[src/rtl/rspe_pkg.sv]
// ----------------------------------------------------------------------------
// Register stack p-code executor package
// Shared constants, item types, opcodes, status codes and sequencer states.
// ----------------------------------------------------------------------------
package rspe_pkg;

	localparam int REG_COUNT   = 16;
	localparam int STACK_DEPTH = 2048;
	localparam int CODE_DEPTH  = 512;
	localparam int MAX_LEVEL   = 3;

	localparam int DATA_W = 32;
	localparam int REG_AW = $clog2(REG_COUNT);
	localparam int STK_AW = $clog2(STACK_DEPTH);
	localparam int LVL_W  = $clog2(MAX_LEVEL + 1);

	localparam int CMD_W  = 5;
	localparam int RIDX_W = 4;
	localparam int LEV_W  = 2;
	localparam int OPND_W = 16;
	localparam int PC_W   = 10;
	localparam int BP_W   = 11;
	localparam int SP_W   = 12;
	localparam int PLEN_W = 10;
	localparam int STAT_W = 2;

	localparam int APB_AW = 3;
	localparam int APB_DW = 32;

	localparam logic [0:0]        CFG_PLEN   = 1'b0;
	localparam logic [PLEN_W-1:0] PLEN_RESET = PLEN_W'(512);
	localparam logic [BP_W-1:0]   BP_RESET   = BP_W'(1);

	typedef enum logic [CMD_W-1:0] {
		OP_NOP = 5'd0,
		OP_LIT = 5'd1,
		OP_RTN = 5'd2,
		OP_LOD = 5'd3,
		OP_STO = 5'd4,
		OP_CAL = 5'd5,
		OP_INC = 5'd6,
		OP_JMP = 5'd7,
		OP_JPC = 5'd8,
		OP_PRT = 5'd9,
		OP_RED = 5'd10,
		OP_HLT = 5'd11,
		OP_NEG = 5'd12,
		OP_ADD = 5'd13,
		OP_SUB = 5'd14,
		OP_MUL = 5'd15,
		OP_DIV = 5'd16,
		OP_ODD = 5'd17,
		OP_MOD = 5'd18,
		OP_EQL = 5'd19,
		OP_NEQ = 5'd20,
		OP_LSS = 5'd21,
		OP_LEQ = 5'd22,
		OP_GTR = 5'd23,
		OP_GEQ = 5'd24
	} opcode_t;

	typedef enum logic [STAT_W-1:0] {
		STAT_OK    = 2'd0,
		STAT_DIVZ  = 2'd1,
		STAT_RANGE = 2'd2
	} status_t;

	typedef enum logic [3:0] {
		S_CLEAR,
		S_IDLE,
		S_RD_B,
		S_RD_R,
		S_EXEC,
		S_DIV,
		S_WALK,
		S_WALK_W,
		S_ACCESS,
		S_LOAD_W,
		S_CALL,
		S_RTN_A,
		S_RTN_B,
		S_FIN
	} state_t;

	typedef struct packed {
		logic [CMD_W-1:0]         command;
		logic [RIDX_W-1:0]        reg_index;
		logic [LEV_W-1:0]         level;
		logic [OPND_W-1:0]        operand;
		logic signed [DATA_W-1:0] read_value;
	} in_item_t;

	typedef struct packed {
		logic [PC_W-1:0]          next_pc;
		logic [BP_W-1:0]          base_pointer;
		logic [SP_W-1:0]          stack_pointer;
		logic                     print_valid;
		logic [RIDX_W-1:0]        print_reg;
		logic signed [DATA_W-1:0] print_value;
		logic                     halted;
		logic [STAT_W-1:0]        status;
	} out_item_t;

	typedef struct packed {
		logic              start;
		logic [DATA_W-1:0] dividend;
		logic [DATA_W-1:0] divisor;
	} div_req_t;

	typedef struct packed {
		logic              done;
		logic [DATA_W-1:0] quotient;
		logic [DATA_W-1:0] remainder;
	} div_rsp_t;

endpackage

[src/rtl/rspe_div.sv]
// ----------------------------------------------------------------------------
// Iterative signed divider
// Restoring divider, one quotient bit per cycle, truncating toward zero.
// ----------------------------------------------------------------------------
module rspe_div (
	input  logic                clk,
	input  logic                arst_n,
	input  rspe_pkg::div_req_t  req,
	output rspe_pkg::div_rsp_t  rsp
);

	localparam int DW  = rspe_pkg::DATA_W;
	localparam int CNW = $clog2(DW + 1);

	logic           busy_q;
	logic           done_q;
	logic [CNW-1:0] cnt_q;
	logic [DW-1:0]  rem_q;
	logic [DW-1:0]  quo_q;
	logic [DW-1:0]  dvs_q;
	logic           qneg_q;
	logic           rneg_q;

	logic [DW:0]    trial;
	logic [DW-1:0]  dvd_mag;
	logic [DW-1:0]  dvs_mag;

	assign dvd_mag = req.dividend[DW-1] ? (~req.dividend + DW'(1)) : req.dividend;
	assign dvs_mag = req.divisor[DW-1] ? (~req.divisor + DW'(1)) : req.divisor;
	assign trial   = {rem_q, quo_q[DW-1]} - {1'b0, dvs_q};

	always_ff @(posedge clk or negedge arst_n) begin
		if (!arst_n) begin
			busy_q <= 1'b0;
			done_q <= 1'b0;
			cnt_q  <= '0;
		end else begin
			done_q <= 1'b0;
			if (req.start) begin
				busy_q <= 1'b1;
				cnt_q  <= CNW'(DW);
			end else if (busy_q) begin
				cnt_q <= cnt_q - CNW'(1);
				if (cnt_q == CNW'(1)) begin
					busy_q <= 1'b0;
					done_q <= 1'b1;
				end
			end
		end
	end

	always_ff @(posedge clk) begin
		if (req.start) begin
			rem_q  <= '0;
			quo_q  <= dvd_mag;
			dvs_q  <= dvs_mag;
			qneg_q <= req.dividend[DW-1] ^ req.divisor[DW-1];
			rneg_q <= req.dividend[DW-1];
		end else if (busy_q) begin
			if (!trial[DW]) begin
				rem_q <= trial[DW-1:0];
				quo_q <= {quo_q[DW-2:0], 1'b1};
			end else begin
				rem_q <= {rem_q[DW-2:0], quo_q[DW-1]};
				quo_q <= {quo_q[DW-2:0], 1'b0};
			end
		end
	end

	assign rsp.done      = done_q;
	assign rsp.quotient  = qneg_q ? (~quo_q + DW'(1)) : quo_q;
	assign rsp.remainder = rneg_q ? (~rem_q + DW'(1)) : rem_q;

endmodule

[config.mk]
export PLATFORM = sky130hd
export DESIGN_NAME = rspe_div
export DESIGN_NICKNAME = d
export VERILOG_FILES = /design/src/rtl/rspe_pkg.sv /design/src/rtl/rspe_div.sv
export SDC_FILE = /design/constraint.sdc
export NUM_CORES = 1
export LEC_CHECK = 0
export BUFFER_PORTS_ARGS = -buffer_cell sky130_fd_sc_hd__clkbuf_2
export CAP_MARGIN = 20
export CELL_PAD_IN_SITES_DETAIL_PLACEMENT = 1
export CELL_PAD_IN_SITES_GLOBAL_PLACEMENT = 2
export CORE_UTILIZATION = 32
export DETAILED_ROUTE_END_ITERATION = 10
export PLACE_DENSITY_LB_ADDON = 0.05
export SLEW_MARGIN = 40
export SYNTH_ARGS = -nofsm -noshare
export SYNTH_HDL_FRONTEND = slang
export SYNTH_SLANG_ARGS = --single-unit
[constraint.sdc]
create_clock -name clk -period 3.98 [get_ports clk]
set_input_delay 0.796 -clock clk [delete_from_list [all_inputs] [get_ports clk]]
set_output_delay 0.796 -clock clk [all_outputs]
set_load 0.01 [all_outputs]
# After elaboration in Yosys (flattened, before gate mapping)

Index checks and enable logic that the tools add are counted.

Bits of input ports: 67
Output and inout bits: 65
Logic and storage cells: 38
Bits in registers: 106

$add $sub $neg: 6
Equal/unequal tests: 1
Reduce and logical (&&, ||, !) cells: 1
Multiplexer cells: 16
Bitwise logic cells: 5

Operators with widths:

| kind                    | number |
|---|---|
| $mux W32                | 6 |
| $add A32 B1 Y32 const B | 4 |
| $not A32 Y32            | 4 |
| $sub A33 B32 Y33        | 1 |
| $mux W31                | 1 |
| $mux W6                 | 2 |
| $mux W1                 | 7 |
| $eq A6 B1 Y1 const B    | 1 |
| $sub A6 B1 Y6 const B   | 1 |
| $reduce_bool A2 Y1      | 1 |
| $xor A1 B1 Y1           | 1 |

# Longest topological paths before layout

Gate-level depths: netlist of run 1.

Depth in word-level cells: 4
Mapped depth: 13
Mapped depth without buffers: 12

# Worst setup path before layout of run 1

OpenSTA, ideal clock, no wires.

Path kind: register to output
From: register rem_q[6]
To: output port rsp[29] (netlist bit)
Arrival: 3,260 ps
Data required time: 3,184 ps
Setup slack: -76 ps
Path buffers: 0
Cell stages (with the launch flop): 9
Cell sequence: dfxtp_1 -> or4_4 -> or3_4 -> or3_4 -> or4_4 -> or3_4 -> or4_4 -> o41ai_2 -> xnor2_1

RTL lines:

| what                     | line           | source |
|---|---|---|
| start: declaration       | rspe_div.sv:18 | `logic [DW-1:0] rem_q;` |
| start signal: assignment | rspe_div.sv:61 | `rem_q <= trial[DW-1:0];` |
| start signal: assignment | rspe_div.sv:64 | `rem_q <= {rem_q[DW-2:0], quo_q[DW-1]};` |
| end: declaration         | rspe_div.sv:9  | `output rspe_pkg::div_rsp_t rsp` |

==> qor.csv, run 1 <==
stage,metric,value,unit
run_status,status,"complete, but fails checks",
run_status,failed_checks,"design-rule violations, negative setup slack",
placement,preCtsSetupSlack,-0.208,ns
synth,synth_area_leaders,"edfxtp_1 (23%), xnor2_1 (12%), dfxtp_1 (7.5%)",
floorplanning,die_x,166,µm
synth,synth_warnings,0,
grt,grt_max_degree,65,
synth,seq_area_frac_synth,32.9,%
synth,ys_top_cells_by_count,"xnor2_1 (116), nor2_1 (94), nand2_1 (79), edfxtp_1 (66), a21oi_1 (65)",
clocking,numCtsBuffers,9,
setup_path,arrival,3.72,ns
drt,wl_per_cell,17.7,µm
timing,finalHoldViolations,0,
pwr,pwr-share-clk,12.8,%
setup_path,r2r_end,rem_q[1],
drt,drt_iter0_drc,391,
grt,grt_overflow,0,
placement,dp.cells,1489,
clocking,clkTransAtPathRegs,0.07,ns
synth,async_flop_share,7.55,%
floorplanning,io_pins,132,
timing,grt_setup_unrepaired,true,
synth,synth_top_area_share,23.1,%
final_layout,nNetsFinal,1274,
setup_path,path_class,flip-flop to primary output,
synth,synthFlopType,edfxtp_1,
synth,synth_cells,989,
synth,ys_types,62,
drt,drc,10,
drt,num_vias,7912,
placement,place.gp.congestion,0.779,
setup_path,reg2reg_slack,0.23,ns
placement,post-dp-hpwl,21200,µm
synth,ys_ff_latch,106,
setup_path,r2r_start,quo_q[31],
synth,synth_edf_count,66,
pwr,ir_worst_vdd,0.347,mV
drt,firstDrtPassIters,8,
drt,wl,26800,µm
pwr,seq_power_share,25.1,%
timing,tightest_slew,0.908,ns
setup_path,start_kind,flip-flop,
timing,relSlewSlack,39.5,%
timing,slew_violations,0,
floorplanning,fp-row-count,59,
timing,finalClockSkew,0.00962,ns
final_layout,diodes,0,
synth,synth_fp_nets,1095,
final_layout,stdcell_area,10700,µm²
timing,fin_ws,-0.534,ns
setup_path,endpoint_kind,primary output,
grt,grt_pass1_vias,7980,
drt,ant_nets,0,
min_path,min_path_type,primary input to asynchronous set/reset pin,
clocking,clk_latency,0.36,ns
setup_path,reg2regPathDepth,14,
job,drv_cap,0,
placement,port_buffers,131,
final_layout,stdcell_count,1508,
synth,synth_most_common_cell,xnor2_1,
timing,clock.fmax,0.222,GHz
final_layout,final_util,40.9,%
timing,setup_viol,12,
final_layout,area_growth_syn_to_layout,25.0,%
floorplanning,initial_core_util,32.7,%
timing,fin_crit,4.51,ns
synth,syn_area_per_cell,8.67,µm²
grt,grt_pass1_wl,43500,µm
floorplanning,fp.coreArea,26200,µm²
grt,grtUsageTotal,19.8,%
timing,worst_hold_slack,0.275,ns
setup_path,cp_data_required_time,3.18,ns
pwr,power.density,641,nW/µm²
grt,antenna_found_initial,0,
clocking,clockBufferDepth,2,
pwr,switchingPower,0.00301,W
drt,vias_per_cell,5.25,
synth,synth.cell_area,8570,µm²
floorplanning,fp.dieH,166,µm
clocking,h-tree-depth,3,
floorplanning,design.die.area,27400,µm²
setup_path,cp_max_fo,3,
pwr,intPower,0.00386,W
clocking,cts_hold_buf,0,
synth,synth_top_area_cell,edfxtp_1,
clocking,root_buffer,clkbuf_16,
pwr,netSwitchingFraction,43.8,%
final_layout,drive_gt1_share,25.0,%
clocking,cts_tree,done,
pwr,p_leak,4.48,nW
placement,place_area,10100,µm²
timing,period_share,113,%
pwr,pwr-share-comb,62.0,%
clocking,cts.sinks,106,
-- worst max-delay path, stage by stage (launching register included) --
cell and delay [ns]:
dfxtp_2 0.32, or4_4 0.52, or3_4 0.34, or3_4 0.38, or4_4 0.46, or3_4 0.35, or4_4 0.47, o41ai_4 0.23
xnor2_1 0.14, buf_2 0.14
-- power groups by stage --
stage               Combinational [W]  Clock, W  Sequential, W
finish                        0.00426  0.000881        0.00173
global route                  0.00467  0.000943        0.00176
CTS                           0.00428  0.000907        0.00173
detailed placement            0.00416         0        0.00173
global placement              0.00412         0        0.00173
floorplan                     0.00258         0        0.00169
-- how the worst max path moves through the flow --
stage          cells after the start  slack (ns)  startpoint      end
6_report                           9       -0.53    rem_q[6]  rsp[29]
5_1_grt                            9       -0.62    rem_q[6]  rsp[29]
4_1_cts                            9       -0.58    rem_q[6]  rsp[29]
3_5_place_dp                       9       -0.21    rem_q[6]  rsp[29]
3_3_place_gp                       9       -0.18    rem_q[6]  rsp[29]
2_1_floorplan                      8       -0.06    rem_q[6]  rsp[29]
-- placed cells by master, fill, tap and decap left out, drive strengths merged, types with 3 or more instances in the layout --
cell type,netlist,routed
or4,32,32
nor2,95,95
clkbuf,43,130
a31oi,7,7
buf,9,102
nand2,79,79
xor2,35,35
a21boi,4,4
a211oi,33,33
nor2b,9,9
inv,47,47
nor3,15,15
or2,5,5
o31ai,36,36
or3,15,15
o41ai,19,19
edfxtp,66,66
nand4,4,4
a2111oi,3,3
o21a,3,3
o211ai,4,4
ha,38,38
nand2b,12,12
a21o,10,10
dfrtp,8,8
a21oi,65,65
o21ai,55,55
mux2i,26,26
dfxtp,32,32
xnor2,116,116
nand3,17,17
nor4,9,9
a311oi,4,4
mux2,4,4
-- stage by stage --
step	setup TNS [ns]	power (W)
after global routing	-5.40	0.00738
after CTS	-4.29	0.00692
after detailed placement	-1.79	0.00589
after floorplan	-0.129	0.00426
after global placement	-1.47	0.00586
final	-3.94	0.00687
-- registers in the layout, summed over array words and instances (netlist names) --
name / cells
qneg_q: 1
quo_q: 32
busy_q: 1
done_q: 1
rem_q: 32
rneg_q: 1
cnt_q: 6
dvs_q: 32
-- layout make-up --
| class | count | area (µm²) |
|---|---|---|
| clock buffer | 12 | 246 |
| fill | 3086 | 15500 |
| clock inverter | 4 | 27.5 |
| inverter | 47 | 176 |
| sequential | 106 | 2830 |
| multi-input combinational | 784 | 5660 |
| tap | 335 | 419 |
| timing repair buffer | 220 | 1370 |
-- timing repair --
item                                    4_1_cts  5_1_grt
pin swaps                                    11        5
gates resized for setup                      38       26
endpoints found under the hold margin         0        0
endpoints found under the setup margin       21       48
setup buffers                                 3        1
-- layer usage --
layer,track usage [%],up-vias,part of all wire (%)
li1,-,3975,-
met1,27.4,3806,49
met2,33.0,118,47
met3,2.44,13,2.9
met4,4.02,0,0.84
met5,0,-,0
-- cell families after synthesis --
kind of cell	share of synthesized area [%]
AO/OA/AOI/OAI	19.9
XOR/XNOR	15.4
adder cells (fa/ha/maj)	5.78
buffers and inverters	4.52
flip-flops	32.9
multiplexers	3.56
AND/OR/NAND/NOR	17.8
No activity file was read; power rests on OpenSTA's default activity.
==> run 2: changes to the inputs <==
- CORE_UTILIZATION: 32 -> 35
- clock period: 3.98 -> 4.6 ns (I/O delays scaled with it)
==> run 2 against run 1 <==
- cell area shrank 5.4%
- core utilization grew 1.8 points
- non-clock buffer count shrank 49
- worst setup slack gained 0.47 ns
- critical endpoint unchanged
- via count shrank 4.1%
- critical path depth is the same
- global-route usage grew 0.55 points
- clock power shrank 13%
- clock skew grew 0.0023 ns
- the run ends with negative setup slack left
- cell count shrank 4.3%
==> qor.csv, run 2 (same netlist as run 1, synthesis figures left out) <==
stage,metric,value,unit,change
clocking,cts.sinks,106,,unchanged
timing,period_share,101,%,
grt,grt_pass1_wl,39500,µm,-9.0%
final_layout,drive_gt1_share,19.9,%,-5.0 points
timing,tns,-0.116,ns,+3.82 ns
drt,wl_per_cell,17.3,µm,-2.6%
setup_path,start_kind,flip-flop,,
clocking,root_buffer,clkbuf_16,,
placement,place.gp.congestion,0.790,,+1.3%
clocking,numCtsBuffers,9,,unchanged
floorplanning,fp.coreArea,23800,µm²,-9.4%
final_layout,fillCellCount,2839,,-8.0%
min_path,min_path_type,primary input to asynchronous set/reset pin,,
setup_path,arrival,3.74,ns,+0.02 ns
final_layout,nNetsFinal,1225,,-3.8%
pwr,p_leak,4.19,nW,-6.4%
timing,fin_crit,4.66,ns,
timing,relSlewSlack,47.2,%,+7.7 points
grt,grt_overflow,0,,unchanged
final_layout,area_growth_syn_to_layout,18.3,%,
grt,grt_pass1_vias,7330,,-8.1%
timing,clock.fmax,0.214,GHz,
grt,grtUsageTotal,20.3,%,+0.55 points
timing,setup_viol,3,,-9
final_layout,diodes,0,,unchanged
setup_path,endpoint_kind,primary output,,
drt,ant_nets,0,,unchanged
floorplanning,fp.dieH,159,µm,-4.3%
drt,num_vias,7588,,-4.1%
job,drv_cap,0,,unchanged
run_status,failed_checks,negative setup slack,,
final_layout,multi_input_area,5470,µm²,-3.3%
run_status,status,"complete, but fails checks",,
clocking,cts_tree,done,,
drt,firstDrtPassIters,4,,-4
grt,antenna_found_initial,0,,unchanged
clocking,clkTransAtPathRegs,0.08,ns,about the same
floorplanning,die_x,159,µm,-4.3%
setup_path,cp_max_fo,3,,unchanged
floorplanning,design.die.area,25100,µm²,-8.5%
final_layout,mostFrequentLayoutCells,"clkbuf_2 (127), xnor2_1 (116), nor2_1 (94)",,
timing,grt_setup_unrepaired,true,,
drt,drt_iter0_drc,306,,-22%
grt,grt_max_degree,60,,-7.7%
clocking,h-tree-depth,3,,unchanged
setup_path,cp_data_required_time,3.68,ns,+0.50 ns
floorplanning,initial_core_util,36.1,%,+3.4 points
pwr,ir_worst_vdd,0.291,mV,-16%
timing,finalClockSkew,0.0120,ns,+0.00234 ns
final_layout,seq_area,2820,µm²,about the same
final_layout,final_common_cell,clkbuf_2,,
clocking,clockBufferDepth,2,,unchanged
timing,tightest_slew,0.793,ns,-0.116 ns
clocking,cts_hold_buf,0,,unchanged
final_layout,final_util,42.7,%,+1.8 points
drt,drc,0,,-10
drt,vias_per_cell,5.26,,+0.22%
floorplanning,fp-row-count,56,,-5.1%
timing,finalHoldViolations,0,,unchanged
floorplanning,io_pins,132,,unchanged
timing,slew_violations,0,,unchanged
drt,wl,25000,µm,-6.8%
setup_path,path_class,flip-flop to primary output,,
placement,port_buffers,131,,unchanged
placement,post-dp-hpwl,19400,µm,-8.5%
pwr,power.density,565,nW/µm²,-12%
clocking,clk_latency,0.36,ns,about the same
timing,fin_ws,-0.0638,ns,+0.470 ns
final_layout,reg_top3,"dvs_q: 32 flops, quo_q: 32 flops, rem_q: 32 flops",,
==> run 2: cell count changes in the layout (fill, tap and decap cells not counted), sizes merged <==
cell	delta
buf	-58
clkinvlp	-2
inv	+2
clkinv	+2
clkbuf	+7
==> run 2: final timing paths <==
kind / startpoint / endpoint / slack, ns / depth (start not counted)
setup / recovery: rem_q[6] / rsp[29] / -0.06 / 9
hold / removal: arst_n / cnt_q[5] / 0.39 / 1
setup reg to reg: quo_q[31] / rem_q[1] / 0.42 / 14
hold reg to reg: cnt_q[5] / cnt_q[5] / 0.53 / 2
max in group asynchronous: arst_n / busy_q / 4.01 / 1
min in group clk: cnt_q[5] / cnt_q[5] / 0.53 / 2
==> run 2: area by class of cell <==
cell class                 instances  area share (%)
sequential                       106            27.8
clock buffer                      10            2.26
clock inverter                     6           0.506
tap                              319            3.94
timing repair buffer             171            9.81
inverter                          47            1.74
multi-input combinational        784            53.9
==> run 2: layer usage <==
metal	part of all wire (%)	track usage (%)	vias to the layer above
met1	50	28.4	3608
met2	47	33.5	100
met4	0.46	2.75	0
met3	2.6	3.38	5
met5	0	0	-
li1	-	-	3875
==> run 2: repair_timing <==
action                     in CTS  in global routing
hold endpoints to repair        0                  0
pin swaps                       1                  5
setup buffers                   5                 10
gates resized for setup         9                 13
setup endpoints to repair       8                 25
cloned                          0                  0
==> run 2: report_power, final <==
group          leakage [nW]  total (W)  internal (W)  switching, W
sequential             1.02    0.00153       0.00124      0.000290
combinational          3.03    0.00344       0.00160       0.00183
clock                 0.139   0.000763      0.000376      0.000387
==> run 2: worst max-delay path: stages (launching register included) <==
cell and delay (ns):
dfxtp_1 0.31, or4_4 0.54, or3_4 0.34, or3_4 0.38, or4_4 0.44, or3_4 0.35, or4_4 0.46, o41ai_4 0.24
xnor2_1 0.16, buf_2 0.15
==> run 2: through the flow <==
stage          hold WS, ns  cells  setup WS, ns  instance area, µm²  power, W
6_report             0.392   1443       -0.0638               10100   0.00573
5_1_grt              0.400   1443        -0.196               10100   0.00616
4_1_cts              0.389   1433       -0.0794               10000   0.00567
3_5_place_dp         0.514   1412         0.109                9650   0.00481
3_3_place_gp         0.504   1410         0.132                9620   0.00479
2_1_floorplan        0.480    989         0.420                8570   0.00368
==> run 3: changes to the inputs <==
- clock period: 4.6 -> 4.3 ns (I/O delays scaled with it)
==> run 3 against run 2 <==
- the flow still finishes with violations (negative setup slack)
- sequential power up 6%
- hold slack worse by 0.051 ns
- power up 8.9%
- first-iteration DRC count up 26%
- combinational power up 8.4%
- register-to-register slack worse by 0.07 ns
==> qor.csv, run 3 (same netlist as run 1, synthesis figures left out) <==
stage,metric,value,unit,change
drt,drc,0,,unchanged
floorplanning,fp-row-count,56,,unchanged
timing,fin_crit,4.59,ns,
setup_path,cp_max_fo,3,,unchanged
pwr,pwr-share-clk,14.1,%,+0.8 points
timing,slew_violations,0,,unchanged
setup_path,r2r_end,rem_q[1],,
final_layout,stdcell_count,1458,,+1.0%
setup_path,crit_family,simple AND/OR/NAND/NOR gates,,
pwr,seq_power_share,26.0,%,-0.7 points
clocking,cts_tree,done,,
drt,num_vias,7760,,+2.3%
final_layout,nNetsFinal,1240,,+1.2%
setup_path,endpoint_kind,primary output,,
setup_path,reg2reg_slack,0.35,ns,-0.07 ns
floorplanning,die_x,159,µm,unchanged
grt,grt_overflow,0,,unchanged
setup_path,arrival,3.73,ns,about the same
pwr,switchingPower,0.00272,W,+8.2%
final_layout,fillCellCount,2830,,-0.32%
run_status,failed_checks,negative setup slack,,
final_layout,multi_input_area,5530,µm²,+1.1%
placement,place_area,9780,µm²,+1.4%
timing,worst_hold_slack,0.342,ns,-0.0505 ns
timing,finalHoldViolations,0,,unchanged
timing,tightest_slew,0.787,ns,-0.00598 ns
setup_path,cp_cell_sequence,"or4_4, or3_4, or3_4, or4_4, or3_4, or4_4, buf_4, o21ai_2, xnor2_1, buf_2",,
clocking,cts_hold_buf,0,,unchanged
pwr,netSwitchingFraction,43.5,%,-0.29 points
drt,wl,25600,µm,+2.8%
clocking,root_buffer,clkbuf_16,,
final_layout,reg_top3,"dvs_q: 32 flops, quo_q: 32 flops, rem_q: 32 flops",,
placement,post-dp-hpwl,20000,µm,+3.3%
placement,place.gp.congestion,0.818,,+3.6%
placement,dp.cells,1430,,+1.3%
final_layout,mostFrequentLayoutCells,"clkbuf_2 (122), xnor2_1 (115), nor2_1 (94)",,
clocking,clk_latency,0.36,ns,about the same
grt,antenna_found_initial,0,,unchanged
setup_path,slowest_delay,0.53,ns,about the same
floorplanning,fp.coreArea,23800,µm²,unchanged
grt,grt_pass1_vias,7697,,+5.0%
setup_path,cp.depth,10,,+1
setup_path,cp_data_required_time,3.44,ns,-0.24 ns
floorplanning,io_pins,132,,unchanged
pwr,p_leak,4.30,nW,+2.6%
final_layout,final_common_cell,clkbuf_2,,
setup_path,path_buf_inv,2,,+1
pwr,intPower,0.00352,W,+9.5%
setup_path,r2r_start,rem_q[7],,
job,drv_cap,0,,unchanged
setup_path,worstSetupEndpoint,rsp[27],,
clocking,h-tree-depth,3,,unchanged
final_layout,diodes,0,,unchanged
min_path,min_path_type,primary input to asynchronous set/reset pin,,
placement,port_buffers,131,,unchanged
setup_path,crit_path_start,rem_q[6],,
setup_path,reg2regPathDepth,13,,-1
pwr,pwr-share-comb,59.9,%,about the same
drt,drt_iter0_drc,387,,+26%
clocking,cts.sinks,106,,unchanged
pwr,power.density,603,nW/µm²,+6.8%
pwr,ir_worst_vdd,0.313,mV,+7.9%
final_layout,seq_area,2830,µm²,about the same
timing,fin_ws,-0.290,ns,-0.227 ns
clocking,numCtsBuffers,9,,unchanged
timing,clock.fmax,0.218,GHz,
drt,ant_nets,0,,unchanged
setup_path,start_kind,flip-flop,,
drt,vias_per_cell,5.32,,+1.2%
setup_path,crit_slowest_cell,or4_4,,
clocking,clockBufferDepth,2,,unchanged
clocking,clkTransAtPathRegs,0.08,ns,about the same
final_layout,final_util,43.5,%,+0.83 points
grt,grt_max_degree,51,,-15%
timing,period_share,107,%,
timing,relSlewSlack,47.6,%,+0.40 points
floorplanning,initial_core_util,36.1,%,unchanged
timing,grt_setup_unrepaired,true,,
drt,firstDrtPassIters,4,,unchanged
floorplanning,fp.dieH,159,µm,unchanged
final_layout,stdcell_area,10300,µm²,+1.9%
floorplanning,design.die.area,25100,µm²,unchanged
final_layout,area_growth_syn_to_layout,20.6,%,
timing,setup_viol,9,,+6
run_status,status,"complete, but fails checks",,
grt,grt_pass1_wl,41000,µm,+3.7%
final_layout,drive_gt1_share,21.8,%,+1.8 points
drt,wl_per_cell,17.6,µm,+1.7%
timing,finalClockSkew,0.0114,ns,-0.000524 ns
setup_path,path_class,flip-flop to primary output,,
grt,grtUsageTotal,21.0,%,+0.65 points
[run 3: cell count changes in the layout (fill, tap and decap cells not counted), moves of 3 or more]
cell      delta
buf_6        +3
buf_2        +5
clkbuf_2     -5
buf_4       +13
clkinv_4     -3
o21ai_2      +3
[run 3: worst reg2reg max path, stage by stage (launching register included)]
cell and delay [ns]:
dfxtp_1 0.32, buf_4 0.16, ha_1 0.39, and2_1 0.21, nand3_1 0.23, o221ai_1 0.38, o2111ai_1 0.28, a2111oi_1 0.48
buf_4 0.20, o211a_1 0.20, nor2_4 0.10, buf_12 0.18, or4b_2 0.59, o311ai_0 0.10
[run 3: what timing repair did]
item                                    4_1_cts  5_1_grt
setup buffers                                 9        3
endpoints found under the setup margin       10       16
pin swaps                                     7        5
gates resized for setup                      24       17
[run 3: worst min path at each step]
stage | from | to | slack [ns] | depth (start not counted)
2_1_floorplan | cnt_q[5] | cnt_q[5] | 0.48 | 2
3_3_place_gp | cnt_q[5] | cnt_q[5] | 0.51 | 2
3_5_place_dp | cnt_q[5] | cnt_q[5] | 0.52 | 2
4_1_cts | arst_n | done_q | 0.33 | 1
5_1_grt | arst_n | done_q | 0.34 | 1
6_report | arst_n | cnt_q[5] | 0.34 | 1
[run 3: cell type report]
type | count | share of cell area [%]
inverter | 47 | 1.71
sequential | 106 | 27.3
multi-input combinational | 784 | 53.4
clock buffer | 11 | 2.35
timing repair buffer | 186 | 10.7
clock inverter | 5 | 0.581
tap | 319 | 3.86
[run 3: metal layers]
metal,vias up,GRT usage [%],wire length (µm)
li1,3916,-,-
met1,3719,29.5,12800
met2,110,34.3,11900
met3,15,2.89,616
met4,0,3.98,263
met5,-,0,0
[run 3: power by group through the flow]
stage	Clock [W]	Combinational [W]	Sequential [W]
6_report	0.000881	0.00373	0.00162
5_1_grt	0.000941	0.00409	0.00166
4_1_cts	0.000907	0.00372	0.00162
3_5_place_dp	0	0.00361	0.00163
3_3_place_gp	0	0.00357	0.00164
2_1_floorplan	0	0.00237	0.00156
[run 3: through the flow]
step | TNS (ns) | total power [W] | worst slack, ns
after global routing | -3.02 | 0.00670 | -0.407
after global placement | 0 | 0.00520 | 0.0682
after floorplan | 0 | 0.00393 | 0.180
after detailed placement | -0.0589 | 0.00523 | -0.0589
final | -1.64 | 0.00624 | -0.290
after CTS | -2.43 | 0.00625 | -0.333
